==> config.mk <==
export PLATFORM = sky130hd
export DESIGN_NAME = led_grayscale_frame_serializer_core
export DESIGN_NICKNAME = d
export VERILOG_FILES = /design/src/hw/rtl/lgfs_pkg.sv /design/src/hw/rtl/lgfs_ram.sv /design/src/hw/rtl/lgfs_writer.sv /design/src/hw/rtl/led_grayscale_frame_serializer_core.sv
export SDC_FILE = /design/constraint.sdc
export NUM_CORES = 2
export LEC_CHECK = 0
export BUFFER_PORTS_ARGS = -buffer_cell sky130_fd_sc_hd__buf_2
export CAP_MARGIN = 20
export CORE_ASPECT_RATIO = 0.5
export CORE_MARGIN = 10
export CORE_UTILIZATION = 37
export DETAILED_ROUTE_END_ITERATION = 12
export PLACE_DENSITY = 0.52
export SETUP_SLACK_MARGIN = 0.05
export SLEW_MARGIN = 20
export SYNTH_ARGS = -nofsm -noshare
export SYNTH_HDL_FRONTEND = slang
export SYNTH_SLANG_ARGS = --single-unit
==> constraint.sdc <==
create_clock -name clock -period 8.2 [get_ports clock]
set_input_delay 1.64 -clock clock [delete_from_list [all_inputs] [get_ports clock]]
set_output_delay 1.64 -clock clock [all_outputs]
set_load 0.02 [all_outputs]
==> src/hw/rtl/lgfs_pkg.sv <==
`default_nettype none
// ----------------------------------------------------------------------------
// lgfs_pkg
// Shared types and constants of the LED grayscale frame serializer.
// ----------------------------------------------------------------------------
package lgfs_pkg;

   localparam int VAL_W        = 12;
   localparam int DOTS_W       = 9;
   localparam int IDX_W        = 8;
   localparam int BYTE_W       = 8;
   localparam int DRV_W        = 5;   // driver count for up to 511 dots in use
   localparam int PAIR_W       = 4;
   localparam int PART_W       = 2;
   // position width: covers group bases up to 1023 and stores up to 4096 dots
   localparam int POS_W        = 13;
   localparam int CSR_INDEX_W  = 1;
   localparam int CSR_DATA_W   = 9;

   localparam int CHANNELS_PER_DRIVER = 24;
   localparam int BYTES_PER_DRIVER    = 36;
   localparam int PAIRS_PER_DRIVER    = BYTES_PER_DRIVER / 3;

   localparam logic [PAIR_W-1:0] PAIR_FIRST   = PAIR_W'(PAIRS_PER_DRIVER - 1);
   localparam logic [PART_W-1:0] PART_LAST    = PART_W'(2);
   localparam logic [DOTS_W-1:0] DOTS_RESET   = DOTS_W'(24);

   // ceil(n / 24) = ((n + 23) * 2731) >> 16, exact for sums below 8192
   localparam logic [11:0] DIV24_RECIP = 12'd2731;
   localparam int          DIV24_SHIFT = 16;

   localparam logic [CSR_INDEX_W-1:0] CSR_DOTS_IN_USE  = 1'b0;
   localparam logic [CSR_INDEX_W-1:0] CSR_BLANK_ENABLE = 1'b1;

   typedef enum logic [2:0] {
      OP_WRITE_DOT  = 3'd0,
      OP_WRITE_RGB  = 3'd1,
      OP_WRITE_RGBW = 3'd2,
      OP_FILL_ONE   = 3'd3,
      OP_FILL_RGB   = 3'd4,
      OP_FILL_RGBW  = 3'd5,
      OP_START      = 3'd6,
      OP_TICK       = 3'd7
   } op_type;

   typedef struct packed {
      logic [2:0]       operation;
      logic [IDX_W-1:0] dot_index;
      logic [VAL_W-1:0] value_a;
      logic [VAL_W-1:0] value_b;
      logic [VAL_W-1:0] value_c;
      logic [VAL_W-1:0] value_d;
   } lgfs_req_type;

   typedef struct packed {
      logic [BYTE_W-1:0] out_byte;
      logic              is_latch;
      logic              blank_high;
      logic              last_byte;
   } lgfs_rsp_type;

   // store walk: write count entries from base, cycling through the values
   typedef struct packed {
      logic                        start;
      logic [POS_W-1:0]            base;
      logic [POS_W-1:0]            count;
      logic [POS_W-1:0]            limit;
      logic [1:0]                  period_last;
      logic [3:0][VAL_W-1:0]       vals;
   } lgfs_walk_cmd_type;

   function automatic logic [DRV_W-1:0] drivers_for(input logic [DOTS_W-1:0] n);
      logic [DOTS_W:0]    sum;
      logic [DOTS_W+12:0] prod;
      sum  = (DOTS_W + 1)'(n) + (DOTS_W + 1)'(CHANNELS_PER_DRIVER - 1);
      prod = (DOTS_W + 13)'(sum) * (DOTS_W + 13)'(DIV24_RECIP);
      return DRV_W'(prod >> DIV24_SHIFT);
   endfunction

endpackage
`default_nettype wire

==> src/hw/rtl/lgfs_ram.sv <==
`default_nettype none
// ----------------------------------------------------------------------------
// lgfs_ram
// Generic RAM: one write port, two read ports with registered read data.
// ----------------------------------------------------------------------------
module lgfs_ram #(
   parameter int WIDTH = 12,
   parameter int DEPTH = 256
) (
   input  logic                                   clock,
   input  logic                                   wr_en,
   input  logic [(DEPTH > 1 ? $clog2(DEPTH) : 1)-1:0] wr_addr,
   input  logic [WIDTH-1:0]                       wr_data,
   input  logic [(DEPTH > 1 ? $clog2(DEPTH) : 1)-1:0] rd_addr_a,
   output logic [WIDTH-1:0]                       rd_data_a,
   input  logic [(DEPTH > 1 ? $clog2(DEPTH) : 1)-1:0] rd_addr_b,
   output logic [WIDTH-1:0]                       rd_data_b
);

   logic [WIDTH-1:0] mem_ff [DEPTH];

   always_ff @(posedge clock) begin
      if (wr_en) begin
         mem_ff[wr_addr] <= wr_data;
      end
      rd_data_a <= mem_ff[rd_addr_a];
      rd_data_b <= mem_ff[rd_addr_b];
   end

endmodule
`default_nettype wire

==> src/hw/rtl/lgfs_writer.sv <==
`default_nettype none
// ----------------------------------------------------------------------------
// lgfs_writer
// Store walker: steps one entry per cycle, writing those below the limit, for
// dot and group writes, fills and the clearing pass that follows reset.
// ----------------------------------------------------------------------------
module lgfs_writer import lgfs_pkg::*; #(
   parameter int MAX_DOTS = 256
) (
   input  logic                      clock,
   input  logic                      reset,
   input  lgfs_walk_cmd_type         cmd,
   output logic                      busy,
   output logic                      wr_en,
   output logic [(MAX_DOTS > 1 ? $clog2(MAX_DOTS) : 1)-1:0] wr_addr,
   output logic [VAL_W-1:0]          wr_data
);

   localparam int AW = (MAX_DOTS > 1) ? $clog2(MAX_DOTS) : 1;

   logic                  busy_ff, busy_in;
   logic [POS_W-1:0]      addr_ff, addr_in;
   logic [POS_W-1:0]      left_ff, left_in;
   logic [POS_W-1:0]      limit_ff, limit_in;
   logic [1:0]            phase_ff, phase_in;
   logic [1:0]            plast_ff, plast_in;
   logic [3:0][VAL_W-1:0] vals_ff, vals_in;

   assign busy    = busy_ff;
   assign wr_en   = busy_ff && (addr_ff < limit_ff);
   assign wr_addr = addr_ff[AW-1:0];
   assign wr_data = vals_ff[phase_ff];

   always_comb begin
      busy_in  = busy_ff;
      addr_in  = addr_ff;
      left_in  = left_ff;
      limit_in = limit_ff;
      phase_in = phase_ff;
      plast_in = plast_ff;
      vals_in  = vals_ff;
      if (busy_ff) begin
         addr_in  = addr_ff + POS_W'(1);
         left_in  = left_ff - POS_W'(1);
         phase_in = (phase_ff == plast_ff) ? 2'd0 : phase_ff + 2'd1;
         busy_in  = (left_ff != POS_W'(1));
      end else if (cmd.start && (cmd.count != '0)) begin
         busy_in  = 1'b1;
         addr_in  = cmd.base;
         left_in  = cmd.count;
         limit_in = cmd.limit;
         phase_in = 2'd0;
         plast_in = cmd.period_last;
         vals_in  = cmd.vals;
      end
   end

   // reset loads a zero fill over the whole store
   always_ff @(posedge clock) begin
      if (reset) begin
         busy_ff  <= 1'b1;
         addr_ff  <= '0;
         left_ff  <= POS_W'(MAX_DOTS);
         limit_ff <= POS_W'(MAX_DOTS);
         phase_ff <= 2'd0;
         plast_ff <= 2'd0;
         vals_ff  <= '0;
      end else begin
         busy_ff  <= busy_in;
         addr_ff  <= addr_in;
         left_ff  <= left_in;
         limit_ff <= limit_in;
         phase_ff <= phase_in;
         plast_ff <= plast_in;
         vals_ff  <= vals_in;
      end
   end

endmodule
`default_nettype wire

==> src/hw/rtl/led_grayscale_frame_serializer_core.sv <==
`default_nettype none
// ----------------------------------------------------------------------------
// led_grayscale_frame_serializer_core
// Frame store for 12-bit LED brightness with byte-wise shift-out of frames
// for a chain of 24-channel drivers, followed by a latch result.
//
//   channel | ports                          | moves
//   --------+--------------------------------+---------------------------
//   request | req_valid/req_ready/req_payload| operation, index, values
//   result  | rsp_valid/rsp_ready/rsp_payload| byte or latch marker
//   config  | csr_write_en/csr_index/csr_wdata| dots_in_use, blank_enable
//
// After reset the store is cleared with req_ready low.
// Dot, rgb, rgbw and fill requests hold req_ready low while the store walk
// writes their entries through the single write port of the store.
// A data tick does a store read, then a byte select into the result.
// A request is taken only while the result register is empty or draining.
// ----------------------------------------------------------------------------
module led_grayscale_frame_serializer_core import lgfs_pkg::*; #(
   parameter int MAX_DOTS = 256
) (
   input  logic                   clock,
   input  logic                   reset,
   input  logic                   req_valid,
   output logic                   req_ready,
   input  lgfs_req_type           req_payload,
   output logic                   rsp_valid,
   input  logic                   rsp_ready,
   output lgfs_rsp_type           rsp_payload,
   input  logic                   csr_write_en,
   input  logic [CSR_INDEX_W-1:0] csr_index,
   input  logic [CSR_DATA_W-1:0]  csr_wdata
);

   localparam int AW = (MAX_DOTS > 1) ? $clog2(MAX_DOTS) : 1;

   typedef enum logic [1:0] {
      ST_IDLE  = 2'b01,
      ST_FETCH = 2'b10
   } state_type;

   state_type          state_ff, state_in;
   logic [DOTS_W-1:0]  dots_ff, dots_in;
   logic               blank_ff, blank_in;
   logic               sending_ff, sending_in;
   logic               latch_ff, latch_in;
   logic [DRV_W-1:0]   driver_ff, driver_in;
   logic [PAIR_W-1:0]  pair_ff, pair_in;
   logic [PART_W-1:0]  part_ff, part_in;
   logic [PART_W-1:0]  part_q_ff, part_q_in;
   logic               lo_ok_ff, lo_ok_in;
   logic               hi_ok_ff, hi_ok_in;
   logic               last_q_ff, last_q_in;
   logic               rsp_valid_ff, rsp_valid_in;
   lgfs_rsp_type       rsp_ff, rsp_in;

   op_type             op;
   logic               req_fire;
   logic               busy;
   logic [DOTS_W-1:0]  eff_dots;
   logic [POS_W-1:0]   eff_pos;
   logic [POS_W-1:0]   idx_pos;
   logic [POS_W-1:0]   frame_base;
   logic [POS_W-1:0]   frame_base_hi;
   logic [DRV_W-1:0]   drivers;
   lgfs_walk_cmd_type  walk_cmd;
   logic               wr_busy;
   logic               wr_en;
   logic [AW-1:0]      wr_addr;
   logic [VAL_W-1:0]   wr_data;
   logic [VAL_W-1:0]   rd_lo;
   logic [VAL_W-1:0]   rd_hi;
   logic [2*VAL_W-1:0] word;

   assign op       = op_type'(req_payload.operation);
   assign busy     = sending_ff || latch_ff;
   assign req_ready = !wr_busy && (state_ff == ST_IDLE) && (!rsp_valid_ff || rsp_ready);
   assign req_fire = req_valid && req_ready;
   assign rsp_valid   = rsp_valid_ff;
   assign rsp_payload = rsp_ff;

   assign eff_dots = (POS_W'(dots_ff) > POS_W'(MAX_DOTS)) ? DOTS_W'(MAX_DOTS) : dots_ff;
   assign eff_pos  = POS_W'(eff_dots);
   assign idx_pos  = POS_W'(req_payload.dot_index);
   assign drivers  = drivers_for(eff_dots);

   // driver * 24 + pair * 2
   assign frame_base    = (POS_W'(driver_ff) << 4) + (POS_W'(driver_ff) << 3)
                        + (POS_W'(pair_ff) << 1);
   assign frame_base_hi = frame_base + POS_W'(1);

   always_comb begin
      walk_cmd             = '0;
      walk_cmd.limit       = eff_pos;
      walk_cmd.vals        = {req_payload.value_d, req_payload.value_c,
                              req_payload.value_b, req_payload.value_a};
      walk_cmd.start       = req_fire && !busy && (op != OP_START) && (op != OP_TICK);
      case (op)
         OP_WRITE_DOT: begin
            walk_cmd.base  = idx_pos;
            walk_cmd.count = POS_W'(1);
         end
         OP_WRITE_RGB: begin
            walk_cmd.base        = (idx_pos << 1) + idx_pos;
            walk_cmd.count       = POS_W'(3);
            walk_cmd.period_last = 2'd2;
         end
         OP_WRITE_RGBW: begin
            walk_cmd.base        = idx_pos << 2;
            walk_cmd.count       = POS_W'(4);
            walk_cmd.period_last = 2'd3;
         end
         OP_FILL_ONE: begin
            walk_cmd.count = eff_pos;
         end
         OP_FILL_RGB: begin
            walk_cmd.count       = eff_pos;
            walk_cmd.period_last = 2'd2;
         end
         OP_FILL_RGBW: begin
            walk_cmd.count       = eff_pos;
            walk_cmd.period_last = 2'd3;
         end
         default: begin
            walk_cmd.start = 1'b0;
         end
      endcase
   end

   lgfs_writer #(
      .MAX_DOTS (MAX_DOTS)
   ) u_writer (
      .clock   (clock),
      .reset   (reset),
      .cmd     (walk_cmd),
      .busy    (wr_busy),
      .wr_en   (wr_en),
      .wr_addr (wr_addr),
      .wr_data (wr_data)
   );

   lgfs_ram #(
      .WIDTH (VAL_W),
      .DEPTH (MAX_DOTS)
   ) u_store (
      .clock     (clock),
      .wr_en     (wr_en),
      .wr_addr   (wr_addr),
      .wr_data   (wr_data),
      .rd_addr_a (frame_base[AW-1:0]),
      .rd_data_a (rd_lo),
      .rd_addr_b (frame_base_hi[AW-1:0]),
      .rd_data_b (rd_hi)
   );

   assign word = {hi_ok_ff ? rd_hi : '0, lo_ok_ff ? rd_lo : '0};

   always_comb begin
      state_in     = state_ff;
      dots_in      = dots_ff;
      blank_in     = blank_ff;
      sending_in   = sending_ff;
      latch_in     = latch_ff;
      driver_in    = driver_ff;
      pair_in      = pair_ff;
      part_in      = part_ff;
      part_q_in    = part_q_ff;
      lo_ok_in     = lo_ok_ff;
      hi_ok_in     = hi_ok_ff;
      last_q_in    = last_q_ff;
      rsp_in       = rsp_ff;
      rsp_valid_in = rsp_valid_ff && !rsp_ready;

      if (csr_write_en) begin
         case (csr_index)
            CSR_DOTS_IN_USE:  dots_in  = csr_wdata;
            CSR_BLANK_ENABLE: blank_in = csr_wdata[0];
            default: ;
         endcase
      end

      if (state_ff == ST_FETCH) begin
         rsp_valid_in        = 1'b1;
         rsp_in.is_latch     = 1'b0;
         rsp_in.blank_high   = 1'b0;
         rsp_in.last_byte    = last_q_ff;
         case (part_q_ff)
            2'd0:    rsp_in.out_byte = word[23:16];
            2'd1:    rsp_in.out_byte = word[15:8];
            default: rsp_in.out_byte = word[7:0];
         endcase
         state_in = ST_IDLE;
      end

      if (req_fire) begin
         if (op == OP_TICK) begin
            if (sending_ff) begin
               // read address is already on the store; hold the byte select
               part_q_in = part_ff;
               lo_ok_in  = frame_base < eff_pos;
               hi_ok_in  = frame_base_hi < eff_pos;
               last_q_in = 1'b0;
               state_in  = ST_FETCH;
               if (part_ff == PART_LAST) begin
                  part_in = '0;
                  if (pair_ff == '0) begin
                     pair_in = PAIR_FIRST;
                     if (driver_ff == '0) begin
                        sending_in = 1'b0;
                        latch_in   = 1'b1;
                        last_q_in  = 1'b1;
                     end else begin
                        driver_in = driver_ff - DRV_W'(1);
                     end
                  end else begin
                     pair_in = pair_ff - PAIR_W'(1);
                  end
               end else begin
                  part_in = part_ff + PART_W'(1);
               end
            end else if (latch_ff) begin
               latch_in          = 1'b0;
               rsp_valid_in      = 1'b1;
               rsp_in.out_byte   = '0;
               rsp_in.is_latch   = 1'b1;
               rsp_in.blank_high = blank_ff;
               rsp_in.last_byte  = 1'b0;
            end
         end else if ((op == OP_START) && !busy) begin
            part_in = '0;
            pair_in = PAIR_FIRST;
            if (drivers == '0) begin
               latch_in = 1'b1;
            end else begin
               driver_in  = drivers - DRV_W'(1);
               sending_in = 1'b1;
            end
         end
      end
   end

   always_ff @(posedge clock) begin
      if (reset) begin
         state_ff     <= ST_IDLE;
         dots_ff      <= DOTS_RESET;
         blank_ff     <= 1'b0;
         sending_ff   <= 1'b0;
         latch_ff     <= 1'b0;
         driver_ff    <= '0;
         pair_ff      <= PAIR_FIRST;
         part_ff      <= '0;
         rsp_valid_ff <= 1'b0;
      end else begin
         state_ff     <= state_in;
         dots_ff      <= dots_in;
         blank_ff     <= blank_in;
         sending_ff   <= sending_in;
         latch_ff     <= latch_in;
         driver_ff    <= driver_in;
         pair_ff      <= pair_in;
         part_ff      <= part_in;
         rsp_valid_ff <= rsp_valid_in;
      end
   end

   always_ff @(posedge clock) begin
      part_q_ff <= part_q_in;
      lo_ok_ff  <= lo_ok_in;
      hi_ok_ff  <= hi_ok_in;
      last_q_ff <= last_q_in;
      rsp_ff    <= rsp_in;
   end

   a_frame_or_latch : assert property (@(posedge clock) disable iff (reset)
      !(sending_ff && latch_ff))
      else $error("frame send and latch pending at once");

   a_no_write_in_frame : assert property (@(posedge clock) disable iff (reset)
      !(wr_en && busy))
      else $error("store written while a frame is out");

   a_fetch_excludes_walk : assert property (@(posedge clock) disable iff (reset)
      !(wr_busy && (state_ff == ST_FETCH)))
      else $error("store walk overlaps a byte fetch");

   a_last_then_latch : assert property (@(posedge clock) disable iff (reset)
      (state_ff == ST_FETCH) && last_q_ff |-> latch_ff && !sending_ff)
      else $error("final byte without a pending latch");

endmodule
`default_nettype wire

==> results_dict.tcl <==
set metrics [dict create \
    grt_start_max_net_pins 193 \
    cts_root_buffer "clkbuf_16" \
    fillers 29810 \
    p_int_w 0.02619 \
    cts_sinks 3226 \
    clkTransAtPathRegs_ns 0.06 \
    avgViaCountPerCell 5.623 \
    dpl.hpwl_mm 202.3 \
    wl_per_cell_um 29.87 \
    switching_share_pct 22.29 \
    clockPowerShare_pct 40.8 \
    r2r_start "dots_ff[8]$_SDFFE_PP0P_" \
    yosysSeqAreaShare_pct 73.69 \
    drt_iter0_markers 6512 \
    setup_ws_ns 0.7442 \
    power.density_mw_per_mm2 227.4 \
    synth_cell_types 66 \
    maxSlewHeadroom_pct 16.33 \
    hold_depth 2 \
    ios 87 \
    critPathArrivalTime_ns 8.24 \
    ys.flop_type "edfxtp_1" \
    cts_tree "built" \
    rsz0062_at_grt "no" \
    finalSetupViolCount 0 \
    endpoint_kind "flip-flop" \
    tns_ns 0 \
    setup.worst_path.class "flip-flop to flip-flop" \
    cts_made_buffers 308 \
    final_max_slew_viol_count 0 \
    final_layout_size_suffix_gt1_share_pct 31.26 \
    hold_buffers 0 \
    synth_area_leaders "edfxtp_1 (71%), mux4_2 (18%), dfxtp_1 (2.3%), a211oi_1 (1.5%), nand2_1 (1.3%)" \
    die_area_mm2 0.3753 \
    critPathLaunch "dots_ff[8]$_SDFFE_PP0P_" \
    clockBufferDepth 4 \
    hold_ws_ns 0.4557 \
    start_util_pct 37.19 \
    grt-ovfl-total 0 \
    seq_area_mm2 0.09539 \
    grt_pass1_wl_mm 485.3 \
    path_buf_inv 4 \
    pre_cts_slack_ns 0.6282 \
    timing.rr.end "driver_ff[4]$_SDFFE_PP0P_" \
    r2r_cells 27 \
    grt_util_all_layers_pct 17.51 \
    die_h_um 438.2 \
    vias 63450 \
    die_w_um 856.4 \
    finalCritPeriodShare_pct 90.92 \
    holdPathEnd "u_writer.vals_ff[4]$_SDFFE_PP0P_" \
    final_common_cell "edfxtp_1" \
    routed_wl_mm 337.1 \
    synth.yosys.warnings 0 \
    cpMaxStageDelayCell "fa_1" \
    area_growth_pct 14.48 \
    skew_ns 0.05011 \
    seq_power_share_pct 53.1 \
    power.leakage_nw 40.34 \
    regToRegSetupSlack_ns 0.74 \
    switchingPower_w 0.007513 \
    io_buffers 86 \
    htreeDepth 5 \
    grt_pass1_vias 64830 \
    cts_resized 0 \
    maxCapViolations 0 \
    core_area_mm2 0.3480 \
    hold_viol 0 \
    drtAntennaViolNets 0 \
    max-vdd-ir-drop_v 0.0001576 \
    critPathLaunchType "flip-flop" \
    critical_path_required_ns 8.99 \
    clk_latency_ns 0.90 \
    avgSynthCellArea_um2 21.04 \
    multi_input_area_mm2 0.03424 \
    async_flop_share_pct 0 \
    cp_max_fo 11 \
    min_from "u_writer.vals_ff[4]$_SDFFE_PP0P_" \
    max_slew.worst_pin.slew_ns 1.255 \
    synth_seq_cells 3226 \
    final_cell_mix "edfxtp_1 (3077), mux4_2 (1008), nand2_1 (438)" \
    num_rows 153 \
    p_comb_share_pct 6.1 \
    nNetsFinal 6605 \
    slowest_delay_ns 0.54 \
    cp_top_family "adder cells" \
    synth_area_mm2 0.1294 \
    gp_congestion 0.7875 \
    hp-class "flip-flop to flip-flop" \
    drtPass1Iterations 5 \
    status "finished, final reports clean" \
    synth_edf_count 3077 \
    max_freq_mhz 134.1 \
    final.min_clock_period_ns 7.456 \
    netlist_instances 6153 \
    yosysTopAreaCell "edfxtp_1" \
    drc 0 \
    antenna_found_initial 20 \
    synth_top_area_share_pct 71.39 \
    cts_setup_buffers 0 \
]
[worst register-to-register path: cells and delay by family, from the launching register on]
family          cells  cell delay (ns)
flops               1             0.48
xor+xnor            1             0.43
fa+ha+maj           8             3.21
compound gates     10             2.17
buf+inv             4             0.51
simple gates        4             0.58
[layer usage]
metal  GRT usage [%]  routed length (µm)  part of all wire [%]  vias to the layer above
met3           3.163               23600                   7.0                      430
li1                -                   -                     -                    26180
met5               0                   0                     0                        -
met4           3.681                7086                   2.1                        0
met1           25.88              150300                    45                    34680
met2           27.23              156100                    46                     2158
[Yosys cell counts, drive strengths merged (7+ instances only)]
library cell and count:
o21ai 31, ha 105, buf 105, nand3 35, o211ai 8, inv 80, a221oi 8, nand4 14
clkbuf 315, a211oi 251, xnor2 16, mux2i 9, and3 9, a31oi 12, and2 18, nor2 90
edfxtp 3077, a21o 22, dfxtp 149, nand2b 16, a21oi 111, nand2 438, mux4 1020, nor2b 15
a2111oi 18, fa 31, o22ai 12, mux2 25, nor3 29, o21a 7
[how the worst max path moves through the flow]
stage | cells after the start | end | slack [ns]
CTS | 24 | driver_ff[2]$_SDFFE_PP0P_ | 0.60
floorplan | 29 | driver_ff[4]$_SDFFE_PP0P_ | 1.85
finish | 27 | driver_ff[4]$_SDFFE_PP0P_ | 0.74
detailed placement | 24 | driver_ff[2]$_SDFFE_PP0P_ | 0.63
global placement | 24 | driver_ff[0]$_SDFFE_PP0P_ | 0.86
global route | 24 | driver_ff[2]$_SDFFE_PP0P_ | 0.11
[power groups by stage]
stage | combinational, W | sequential [W] | clock [W]
floorplan | 0.00129 | 0.0182 | 0
global placement | 0.00194 | 0.0183 | 0
detailed placement | 0.00198 | 0.0183 | 0
CTS | 0.00200 | 0.0179 | 0.0141
global route | 0.00230 | 0.0179 | 0.0147
finish | 0.00204 | 0.0179 | 0.0138
[area by class of cell]
type,instances,area share (%)
multi-input combinational,2426,23.10
clock inverter,152,0.8444
sequential,3226,64.38
inverter,82,0.2077
tap,4650,3.926
timing repair buffer,351,1.998
antenna,7,0.01182
clock buffer,391,5.532
[registers in the layout (all words and copies together), names as in the netlist, 2 cells and up]
signal / cells
u_writer.phase_ff: 2
driver_ff: 5
u_writer.left_ff: 13
state_ff: 2
part_q_ff: 2
part_ff: 2
u_store.mem_ff: 3072
rsp_payload: 11
u_store.rd_data_a: 12
u_writer.limit_ff: 9
u_store.rd_data_b: 12
pair_ff: 4
dots_ff: 9
u_writer.vals_ff: 48
u_writer.addr_ff: 13
u_writer.plast_ff: 2
[through the flow]
| stage | instances | instance area, µm² | total power, W | utilization, % |
|---|---|---|---|---|
| 2_1_floorplan | 6154 | 129400 | 0.01953 | - |
| 3_3_place_gp | 10720 | 137700 | 0.02020 | 39.56 |
| 3_5_place_dp | 10730 | 138100 | 0.02024 | 39.68 |
| 4_1_cts | 11270 | 147600 | 0.03400 | 42.40 |
| 5_1_grt | 11280 | 148200 | 0.03489 | 42.57 |
| 6_report | 11290 | 148200 | 0.03370 | 42.58 |
[kinds of logic after synthesis]
kind of cell    synth area share, %
flops                         73.69
simple gates                  2.304
fa+ha+maj                     1.494
mux                           18.04
other cells                0.002897
compound gates                2.771
buf+inv                       1.558
xor+xnor                     0.1421
No activity file was read; power rests on OpenSTA's default activity.
